--- src/hw/rtl/pgn_pkg.sv ---
// Package for the pixel Gaussian noise injector.
// Shared widths, payload and lane types, and the configuration register indexes.
// No dependencies.
package pgn_pkg;

  // Number of channel fields that one item carries.
  localparam int LANES        = 4;
  // Default for the top-level channel limit.
  localparam int MAX_CHANNELS = 4;

  localparam int SRC_W   = 8;
  localparam int LVL_W   = 9;
  localparam int GAUSS_W = 16;
  localparam int CNT_W   = 3;
  localparam int CFG_W   = LVL_W;
  localparam int IDX_W   = 3;

  // Fixed-point bookkeeping: results are in units of 2^-FRAC_BITS.
  localparam int FRAC_BITS = 19;
  localparam int NOISE_SCALE = 127;
  localparam int PROD_W  = LVL_W + 1 + GAUSS_W;   // level * sample, signed
  localparam int TERM_W  = PROD_W + SRC_W + 1;    // times src or 127, signed
  localparam int SUM_W   = TERM_W + 1;
  localparam int Q_W     = SUM_W - FRAC_BITS;

  typedef logic        [SRC_W-1:0]   src_t;
  typedef logic        [LVL_W-1:0]   lvl_t;
  typedef logic signed [GAUSS_W-1:0] gauss_t;
  typedef logic        [CNT_W-1:0]   cnt_t;

  typedef enum logic [IDX_W-1:0] {
    CFG_INDEPENDENT = 3'd0,
    CFG_CORRELATED  = 3'd1,
    CFG_CHAN_COUNT  = 3'd2,
    CFG_LEVEL_0     = 3'd3,
    CFG_LEVEL_1     = 3'd4,
    CFG_LEVEL_2     = 3'd5,
    CFG_LEVEL_3     = 3'd6
  } cfg_idx_e;

  // Operands for one lane, selected at the top level.
  typedef struct packed {
    src_t   src;
    lvl_t   lvl;     // level used for the noise (own or channel 0)
    gauss_t gauss;   // sample used for the noise (own or channel 0)
    logic   pass;    // own level is zero: source goes through
    logic   act;     // channel lies below the channel count
  } lane_in_t;

  typedef struct packed {
    src_t val;
    logic act;
  } lane_out_t;

  // Per-stage load strobes of the lane pipeline.
  typedef struct packed {
    logic ld1;
    logic ld2;
    logic ld3;
  } pipe_ld_t;

endpackage

--- src/hw/rtl/pgn_in_if.sv ---
// Input channel of the noise injector: one pixel and its four noise samples.
// Depends on pgn_pkg.
interface pgn_in_if;
  import pgn_pkg::*;

  logic   valid;
  logic   ready;
  src_t   chan_0;
  src_t   chan_1;
  src_t   chan_2;
  src_t   chan_3;
  gauss_t gauss_0;
  gauss_t gauss_1;
  gauss_t gauss_2;
  gauss_t gauss_3;

  modport source (
    output valid, chan_0, chan_1, chan_2, chan_3,
    output gauss_0, gauss_1, gauss_2, gauss_3,
    input  ready
  );

  modport sink (
    input  valid, chan_0, chan_1, chan_2, chan_3,
    input  gauss_0, gauss_1, gauss_2, gauss_3,
    output ready
  );
endinterface

--- src/hw/rtl/pgn_out_if.sv ---
// Output channel of the noise injector: one noised pixel.
// Depends on pgn_pkg.
interface pgn_out_if;
  import pgn_pkg::*;

  logic valid;
  logic ready;
  src_t out_0;
  src_t out_1;
  src_t out_2;
  src_t out_3;

  modport source (
    output valid, out_0, out_1, out_2, out_3,
    input  ready
  );

  modport sink (
    input  valid, out_0, out_1, out_2, out_3,
    output ready
  );
endinterface

--- src/hw/rtl/pixel_gaussian_noise_injector.sv ---
// Top level of the pixel Gaussian noise injector: config registers, noise
// selection, lane pipeline control. Depends on pgn_pkg, pgn_in_if, pgn_out_if,
// pgn_lane, pgn_merge.
//
//   channel  | dir | handshake     | payload
//   ---------+-----+---------------+----------------------------------------
//   in_i     | in  | valid/ready   | chan_0..3 (8b), gauss_0..3 (16b Q4.11)
//   out_o    | out | valid/ready   | out_0..3 (8b)
//   cfg      | in  | cfg_we_i      | cfg_idx_i (3b), cfg_data_i (9b)
//
// One item per cycle sustained while out_o is ready; the registers are the two
// multiplier stages per lane, the round/clamp stage, then the merge register.
// Reset clears the pipeline valid bits and loads the register defaults.
// Each stage holds its item while the next one is full; a bubble anywhere lets
// the stages behind it move up, so input is taken while a result waits.
module pixel_gaussian_noise_injector #(
  parameter int MaxChannels = pgn_pkg::MAX_CHANNELS
) (
  input  logic                     clk_i,
  input  logic                     rst_ni,
  pgn_in_if.sink                   in_i,
  pgn_out_if.source                out_o,
  input  logic                     cfg_we_i,
  input  logic [pgn_pkg::IDX_W-1:0] cfg_idx_i,
  input  logic [pgn_pkg::CFG_W-1:0] cfg_data_i
);
  import pgn_pkg::*;

  // configuration registers
  logic indep_q, corr_q;
  cnt_t cnt_q;
  lvl_t level_q [LANES];

  always_ff @(posedge clk_i or negedge rst_ni) begin
    if (!rst_ni) begin
      indep_q    <= 1'b1;
      corr_q     <= 1'b0;
      cnt_q      <= CNT_W'(3);
      level_q[0] <= LVL_W'(51);
      level_q[1] <= LVL_W'(51);
      level_q[2] <= LVL_W'(51);
      level_q[3] <= '0;
    end else if (cfg_we_i) begin
      case (cfg_idx_e'(cfg_idx_i))
        CFG_INDEPENDENT: indep_q    <= cfg_data_i[0];
        CFG_CORRELATED:  corr_q     <= cfg_data_i[0];
        CFG_CHAN_COUNT:  cnt_q      <= cfg_data_i[CNT_W-1:0];
        CFG_LEVEL_0:     level_q[0] <= cfg_data_i;
        CFG_LEVEL_1:     level_q[1] <= cfg_data_i;
        CFG_LEVEL_2:     level_q[2] <= cfg_data_i;
        CFG_LEVEL_3:     level_q[3] <= cfg_data_i;
        default: ;
      endcase
    end
  end

  // effective count, saturated at the channel limit
  cnt_t n_eff;
  assign n_eff = (cnt_q > CNT_W'(MaxChannels)) ? CNT_W'(MaxChannels) : cnt_q;

  // noise source per lane: own sample, or channel 0's noise when shared
  src_t     src_v   [LANES];
  gauss_t   gauss_v [LANES];
  lane_in_t lane_in [LANES];

  assign src_v[0] = in_i.chan_0;
  assign src_v[1] = in_i.chan_1;
  assign src_v[2] = in_i.chan_2;
  assign src_v[3] = in_i.chan_3;
  assign gauss_v[0] = in_i.gauss_0;
  assign gauss_v[1] = in_i.gauss_1;
  assign gauss_v[2] = in_i.gauss_2;
  assign gauss_v[3] = in_i.gauss_3;

  always_comb begin
    logic own;
    for (int b = 0; b < LANES; b++) begin
      // alpha channel is the second of two or the fourth of four
      own = (b == 0) || indep_q
         || ((b == 1) && (n_eff == CNT_W'(2)))
         || ((b == 3) && (n_eff == CNT_W'(4)));
      lane_in[b].src   = src_v[b];
      lane_in[b].lvl   = own ? level_q[b] : level_q[0];
      lane_in[b].gauss = own ? gauss_v[b] : gauss_v[0];
      lane_in[b].pass  = (level_q[b] == '0);
      lane_in[b].act   = (CNT_W'(b) < n_eff);
    end
  end

  // pipeline valid bits and load chain
  logic     v1_q, v2_q, v3_q;
  logic     load4;
  pipe_ld_t ld;

  assign ld.ld3 = !v3_q || load4;
  assign ld.ld2 = !v2_q || ld.ld3;
  assign ld.ld1 = !v1_q || ld.ld2;
  assign in_i.ready = ld.ld1;

  always_ff @(posedge clk_i or negedge rst_ni) begin
    if (!rst_ni) begin
      v1_q <= 1'b0;
      v2_q <= 1'b0;
      v3_q <= 1'b0;
    end else begin
      if (ld.ld1) v1_q <= in_i.valid;
      if (ld.ld2) v2_q <= v1_q;
      if (ld.ld3) v3_q <= v2_q;
    end
  end

  // lanes up to the channel limit; the rest read as unused
  lane_out_t lane_res [LANES];

  for (genvar g = 0; g < LANES; g++) begin : g_lane
    if (g < MaxChannels) begin : g_on
      pgn_lane u_lane (
        .clk_i        (clk_i),
        .ld_i         (ld),
        .correlated_i (corr_q),
        .lane_i       (lane_in[g]),
        .lane_o       (lane_res[g])
      );
    end else begin : g_off
      assign lane_res[g] = '0;
    end
  end

  pgn_merge u_merge (
    .clk_i   (clk_i),
    .rst_ni  (rst_ni),
    .valid_i (v3_q),
    .load_o  (load4),
    .res_i   (lane_res),
    .out_o   (out_o)
  );

  // a blocked last lane stage keeps its item
  a_hold_v3 : assert property (@(posedge clk_i) disable iff (!rst_ni)
    (v3_q && !load4) |=> v3_q)
    else $error("lane stage 3 dropped a stalled item");

  // a result only appears when the lanes had one ready
  a_out_src : assert property (@(posedge clk_i) disable iff (!rst_ni)
    $rose(out_o.valid) |-> $past(v3_q))
    else $error("output valid without a lane result");

  // input is refused only when every stage is full
  a_full : assert property (@(posedge clk_i) disable iff (!rst_ni)
    !in_i.ready |-> (v1_q && v2_q && v3_q && out_o.valid))
    else $error("input refused with a free stage");

endmodule

--- src/hw/rtl/pgn_lane.sv ---
// One channel lane: level*sample, scaling by 127 or by src, round and clamp.
// Three register stages; loads come from the top-level pipeline control.
// Depends on pgn_pkg.
module pgn_lane (
  input  logic               clk_i,
  input  pgn_pkg::pipe_ld_t  ld_i,
  input  logic               correlated_i,
  input  pgn_pkg::lane_in_t  lane_i,
  output pgn_pkg::lane_out_t lane_o
);
  import pgn_pkg::*;

  localparam int PAD_W = SUM_W - SRC_W - FRAC_BITS;

  // stage 1: level * sample
  logic signed [PROD_W-1:0] prod_d, prod_q;
  src_t                     src1_q;
  logic                     pass1_q, act1_q;

  assign prod_d = $signed({1'b0, lane_i.lvl}) * lane_i.gauss;

  always_ff @(posedge clk_i) begin
    if (ld_i.ld1) begin
      prod_q  <= prod_d;
      src1_q  <= lane_i.src;
      pass1_q <= lane_i.pass;
      act1_q  <= lane_i.act;
    end
  end

  // stage 2: speckle scales by src, additive by 127
  src_t                     mul_op;
  logic signed [TERM_W-1:0] term_d, term_q;
  src_t                     src2_q;
  logic                     pass2_q, act2_q;

  assign mul_op = correlated_i ? src1_q : SRC_W'(NOISE_SCALE);
  assign term_d = prod_q * $signed({1'b0, mul_op});

  always_ff @(posedge clk_i) begin
    if (ld_i.ld2) begin
      term_q  <= term_d;
      src2_q  <= src1_q;
      pass2_q <= pass1_q;
      act2_q  <= act1_q;
    end
  end

  // stage 3: add source, round half up, floor, clamp
  logic signed [SUM_W-1:0] sum;
  logic signed [Q_W-1:0]   quo;
  src_t                    clamp;
  lane_out_t               res_d, res_q;

  always_comb begin
    sum = $signed({{PAD_W{1'b0}}, src2_q, {FRAC_BITS{1'b0}}})
        + SUM_W'(term_q)
        + $signed(SUM_W'(1) << (FRAC_BITS - 1));
    quo = sum[SUM_W-1:FRAC_BITS];
    if (quo < 0) begin
      clamp = '0;
    end else if (quo > $signed(Q_W'({SRC_W{1'b1}}))) begin
      clamp = '1;
    end else begin
      clamp = quo[SRC_W-1:0];
    end
    res_d.val = pass2_q ? src2_q : clamp;
    res_d.act = act2_q;
  end

  always_ff @(posedge clk_i) begin
    if (ld_i.ld3) begin
      res_q <= res_d;
    end
  end

  assign lane_o = res_q;

endmodule

--- src/hw/rtl/pgn_merge.sv ---
// Merge stage: gathers the lane results into the output register.
// Channels at or above the count read as zero. Depends on pgn_pkg, pgn_out_if.
module pgn_merge (
  input  logic               clk_i,
  input  logic               rst_ni,
  input  logic               valid_i,
  output logic               load_o,
  input  pgn_pkg::lane_out_t res_i [pgn_pkg::LANES],
  pgn_out_if.source          out_o
);
  import pgn_pkg::*;

  logic valid_q;
  src_t data_d [LANES];
  src_t data_q [LANES];

  // output register takes a new item when empty or being drained
  assign load_o = !valid_q || out_o.ready;

  always_comb begin
    for (int b = 0; b < LANES; b++) begin
      data_d[b] = res_i[b].act ? res_i[b].val : '0;
    end
  end

  always_ff @(posedge clk_i or negedge rst_ni) begin
    if (!rst_ni) begin
      valid_q <= 1'b0;
    end else if (load_o) begin
      valid_q <= valid_i;
    end
  end

  always_ff @(posedge clk_i) begin
    if (load_o) begin
      data_q <= data_d;
    end
  end

  assign out_o.valid = valid_q;
  assign out_o.out_0 = data_q[0];
  assign out_o.out_1 = data_q[1];
  assign out_o.out_2 = data_q[2];
  assign out_o.out_3 = data_q[3];

endmodule
--- src/flat_wrapper.sv ---
// flat-port wrapper written by rule: the top's interface ports become plain ports
module pixel_gaussian_noise_injector_flat import pgn_pkg::*;
#(
  parameter int MaxChannels = pgn_pkg::MAX_CHANNELS
)
  (clk_i, rst_ni, cfg_we_i, cfg_idx_i, cfg_data_i, in_i_valid, in_i_chan_0, in_i_chan_1, in_i_chan_2, in_i_chan_3, in_i_gauss_0, in_i_gauss_1, in_i_gauss_2, in_i_gauss_3, in_i_ready, out_o_valid, out_o_out_0, out_o_out_1, out_o_out_2, out_o_out_3, out_o_ready);
  pgn_in_if in_i_i ();
  pgn_out_if out_o_i ();
  input  logic clk_i;
  input  logic rst_ni;
  input  logic cfg_we_i;
  input  logic [pgn_pkg::IDX_W-1:0] cfg_idx_i;
  input  logic [pgn_pkg::CFG_W-1:0] cfg_data_i;
  input wire logic [$bits(in_i_i.valid)-1:0] in_i_valid;
  input wire logic [$bits(in_i_i.chan_0)-1:0] in_i_chan_0;
  input wire logic [$bits(in_i_i.chan_1)-1:0] in_i_chan_1;
  input wire logic [$bits(in_i_i.chan_2)-1:0] in_i_chan_2;
  input wire logic [$bits(in_i_i.chan_3)-1:0] in_i_chan_3;
  input wire logic [$bits(in_i_i.gauss_0)-1:0] in_i_gauss_0;
  input wire logic [$bits(in_i_i.gauss_1)-1:0] in_i_gauss_1;
  input wire logic [$bits(in_i_i.gauss_2)-1:0] in_i_gauss_2;
  input wire logic [$bits(in_i_i.gauss_3)-1:0] in_i_gauss_3;
  output wire logic [$bits(in_i_i.ready)-1:0] in_i_ready;
  output wire logic [$bits(out_o_i.valid)-1:0] out_o_valid;
  output wire logic [$bits(out_o_i.out_0)-1:0] out_o_out_0;
  output wire logic [$bits(out_o_i.out_1)-1:0] out_o_out_1;
  output wire logic [$bits(out_o_i.out_2)-1:0] out_o_out_2;
  output wire logic [$bits(out_o_i.out_3)-1:0] out_o_out_3;
  input wire logic [$bits(out_o_i.ready)-1:0] out_o_ready;
  assign in_i_i.valid = in_i_valid;
  assign in_i_i.chan_0 = in_i_chan_0;
  assign in_i_i.chan_1 = in_i_chan_1;
  assign in_i_i.chan_2 = in_i_chan_2;
  assign in_i_i.chan_3 = in_i_chan_3;
  assign in_i_i.gauss_0 = in_i_gauss_0;
  assign in_i_i.gauss_1 = in_i_gauss_1;
  assign in_i_i.gauss_2 = in_i_gauss_2;
  assign in_i_i.gauss_3 = in_i_gauss_3;
  assign in_i_ready = in_i_i.ready;
  assign out_o_valid = out_o_i.valid;
  assign out_o_out_0 = out_o_i.out_0;
  assign out_o_out_1 = out_o_i.out_1;
  assign out_o_out_2 = out_o_i.out_2;
  assign out_o_out_3 = out_o_i.out_3;
  assign out_o_i.ready = out_o_ready;
  pixel_gaussian_noise_injector #(.MaxChannels(MaxChannels)) u_core (.clk_i(clk_i), .rst_ni(rst_ni), .in_i(in_i_i), .out_o(out_o_i), .cfg_we_i(cfg_we_i), .cfg_idx_i(cfg_idx_i), .cfg_data_i(cfg_data_i));
endmodule
--- config.mk ---
export PLATFORM = sky130hd
export DESIGN_NAME = pixel_gaussian_noise_injector_flat
export DESIGN_NICKNAME = d
export VERILOG_FILES = /design/src/hw/rtl/pgn_pkg.sv /design/src/hw/rtl/pgn_in_if.sv /design/src/hw/rtl/pgn_out_if.sv /design/src/hw/rtl/pixel_gaussian_noise_injector.sv /design/src/hw/rtl/pgn_lane.sv /design/src/hw/rtl/pgn_merge.sv /design/src/flat_wrapper.sv
export SDC_FILE = /design/constraint.sdc
export NUM_CORES = 2
export LEC_CHECK = 0
export ABC_AREA = 1
export BUFFER_PORTS_ARGS = -buffer_cell sky130_fd_sc_hd__clkbuf_2
export CAP_MARGIN = 30
export CORE_MARGIN = 2
export CORE_UTILIZATION = 65
export CTS_CLUSTER_DIAMETER = 80
export DETAILED_ROUTE_END_ITERATION = 7
export GPL_TIMING_DRIVEN = 0
export HOLD_SLACK_MARGIN = 0.06
export PLACE_DENSITY = 0.82
export SETUP_SLACK_MARGIN = 0.05
export SLEW_MARGIN = 10
export SYNTH_ARGS = -nofsm -noshare
export SYNTH_HDL_FRONTEND = slang
export SYNTH_HIERARCHICAL = 1
export SYNTH_SLANG_ARGS = --single-unit
--- constraint.sdc ---
create_clock -name clk_i -period 22.9 [get_ports clk_i]
set_input_delay 5.725 -clock clk_i [delete_from_list [all_inputs] [get_ports clk_i]]
set_output_delay 5.725 -clock clk_i [all_outputs]
set_load 0.02 [all_outputs]
==> out/qor.csv <==
stage,metric,value,unit
outcome,status,"finished, final reports clean",
timing,clk_skew,0.0194,ns
logic_synthesis,Yosys top cell area share,33.8,%
clock_network,CTS buffer count,45,
job,Max-cap violations,0,
logic_synthesis,#FFs+latches synth,365,
worst_setup_path,Critical Path AT,7.53,ns
placed_design,PortBufs,146,
floorplan,num ports,147,
clock_network,CTS tree,done,
grt,first-pass GRT wire length,280000,um
timing,RSZ-0062 raised after global routing,false,
logic_synthesis,Gate Count Post-Synth,8475,
clock_network,"CTS clk-pin slew, worst paths",0.06,ns
worst_setup_path,peak fanout along the critical path,15,
detailed_routing,Antenna Nets Post-Route,0,
finish,Area Overhead vs Synth,6.45,%
worst_setup_path,CP endpoint kind,primary output,
timing,slew margin rel.,28.9,%
worst_setup_path,startpoint types,input pin,
worst_setup_path,worst endpoint required time,17.18,ns
detailed_routing,DR iter-0 viols,3745,
timing,measured slew at the worst slew-check pin,1.06,ns
clock_network,root buf cell,clkbuf_16,
logic_synthesis,synth top area cells,"fa_1 (34%), edfxtp_1 (14%), inv_1 (12%)",
grt,initial antenna violation count,36,
logic_synthesis,post-synthesis sequential area ratio,16.0,%
logic_synthesis,Async SR Flop Fraction,12.3,%
floorplan,die area,106000,um2
grt,largest net degree at the start of global routing,53,
clock_network,Longest Clk Path Bufs,3,
clock_network,clock latency on the worst-skew pair,0.63,ns
timing,final setup fails,0,
placed_design,HPWL Detailed,145000,um
grt,GRT Util Overall,33.0,%
logic_synthesis,most frequent cell after synthesis,inv_1,
floorplan,core area,103000,um2
timing,Slew Limit Fails,0,
detailed_routing,final WL,171000,um
logic_synthesis,Yosys warning count,6,
hold_path,HP Class,register to register,
detailed_routing,vias per cell,5.38,
logic_synthesis,synth unique cells,59,
grt,vias in the first global route,56491,
timing,max frequency,75.4,MHz
detailed_routing,DRC errors left,0,
finish,share of cells above drive strength 1,4.71,%
logic_synthesis,largest area contributor in the netlist,fa_1,
logic_synthesis,"Cell Area, Synth",67300,um2
clock_network,number of setup buffers added after CTS,0,
timing,Fin. Hold Viols,0,
clock_network,Post-CTS Resized,0,
floorplan,Die Width,326,um
grt,grt ovf,0,
floorplan,Chip Height,326,um
clock_network,H-tree Lvls,2,
logic_synthesis,top post-synthesis cells by count,"inv_1 (2193), nand2_1 (2036), fa_1 (1136)",
logic_synthesis,Main synth FF type,edfxtp_1,
finish,Fill cells,8407,
timing,final worst-path cycle share,57.9,%
timing,final worst path period need,13.26,ns
placed_design,Final GP Congestion,0.985,
clock_network,clock sinks,365,
floorplan,Initial Utilization,65.3,%
worst_setup_path,CP Class,input pin to primary output,
detailed_routing,DR WL/cell,16.9,um
logic_synthesis,"EDFF count, synth",320,
detailed_routing,via count,54428,
logic_synthesis,syn nets,10248,
timing,setup TNS,0,ns
clock_network,CTS Hold Bufs,0,
finish,# nets final,10460,
logic_synthesis,Syn Area/Cell,7.94,um2
detailed_routing,first-pass iteration count of the detailed router,6,
floorplan,num rows,118,
==> stage by stage <==
stage / utilization (%) / hold WS (ns) / cells / setup slack, ns / instance area (um2)
CTS: 69.5 / 0.417 / 10103 / 9.62 / 71600
global route: 69.5 / 0.419 / 10113 / 9.53 / 71600
detailed placement: 68.0 / 0.408 / 10019 / 9.62 / 70100
finish: 69.5 / 0.416 / 10120 / 9.64 / 71600
floorplan: - / 0.400 / 8475 / 6.46 / 67300
global placement: 67.7 / 0.403 / 10001 / 1.75 / 69800
==> per-layer routing <==
metal	vias up	routed length, um	track usage, %
met4	36	6200	12.1
li1	25485	-	-
met1	26565	68000	42.0
met3	371	16300	8.66
met5	-	212	0
met2	1971	80000	54.6
==> cells in the final DEF, fill, tap and decap left out, types with 42 or more instances in the layout <==
cell	count
inv_1	2193
nand2_1	2034
fa_1	1136
nor2_1	779
ha_1	524
edfxtp_1	320
a21oi_1	263
clkbuf_1	208
nand3_1	189
clkbuf_2	146
o21ai_0	144
xor2_1	119
xnor2_1	77
nand4_1	56
clkbuf_16	47
nor3_1	42
==> state kept, by name (all words and copies together), names as in the netlist, 3 cells and up <==
name                               cells
u_core/cnt_q                           3
u_core/g_lane.g_on.u_lane/act1_q       4
u_core/g_lane.g_on.u_lane/act2_q       4
u_core/g_lane.g_on.u_lane/lane_o      36
u_core/g_lane.g_on.u_lane/pass1_q      4
u_core/g_lane.g_on.u_lane/pass2_q      4
u_core/g_lane.g_on.u_lane/prod_q     104
u_core/g_lane.g_on.u_lane/src1_q      32
u_core/g_lane.g_on.u_lane/src2_q      32
u_core/g_lane.g_on.u_lane/term_q      68
u_core/lane_in                         9
u_core/level_q                        27
u_core/u_merge/out_o.out_0             8
u_core/u_merge/out_o.out_1             8
u_core/u_merge/out_o.out_2             8
u_core/u_merge/out_o.out_3             8
==> critical path, cell delays in order <==
cell and delay [ns]:
clkbuf_2 0.08, inv_1 0.04, nand2_2 0.34, inv_1 0.20, nand4_1 0.25, buf_6 0.23, buf_6 0.22, buf_6 0.21
clkbuf_2 0.19
==> worst paths after layout <==
path                                                               start                                           endpoint  slack, ns  cells past startpoint
max in group asynchronous                                         rst_ni                    u_core/lane_in[127]$_DFFE_PN1P_      17.08                      2
setup / recovery                                             out_o_ready                                         in_i_ready       9.64                      9
hold / removal             u_core/g_lane[3].g_on.u_lane/act2_q$_DFFE_PP_   u_core/g_lane[3].g_on.u_lane/lane_o[0]$_DFFE_PP_       0.42                      0
setup reg to reg                              u_core/indep_q$_DFFE_PN1P_  u_core/g_lane[2].g_on.u_lane/prod_q[23]$_DFFE_PP_      15.42                     29
hold reg to reg            u_core/g_lane[3].g_on.u_lane/act2_q$_DFFE_PP_   u_core/g_lane[3].g_on.u_lane/lane_o[0]$_DFFE_PP_       0.42                      0
min in group asynchronous                                         rst_ni                    u_core/lane_in[125]$_DFFE_PN0P_       5.18                      1
==> kinds of logic after synthesis <==
family	count (synthesis)	share of synthesized area [%]
DFF	365	16.0
AOI/OAI and AO/OA	589	4.98
adders and majority gates	1660	43.5
xor gates and xnor gates	196	2.55
and+or+nand+nor	3211	19.2
buffers and inverters	2454	13.8
==> layout make-up <==
type | count | area, um2 | share of cell area (%)
Antenna cell | 16 | 40.0 | 0.0559
Buffer | 235 | 953 | 1.33
Clock buffer | 49 | 1180 | 1.65
Clock inverter | 35 | 345 | 0.482
Inverter | 2219 | 8330 | 11.6
Multi-Input combinational cell | 5656 | 47300 | 66.0
Sequential cell | 365 | 10800 | 15.0
Tap cell | 1380 | 1730 | 2.41
Timing Repair Buffer | 165 | 1030 | 1.43
Power is not shown: default switching activity piles up to over one toggle a cycle in this logic, so the estimate is an artifact.
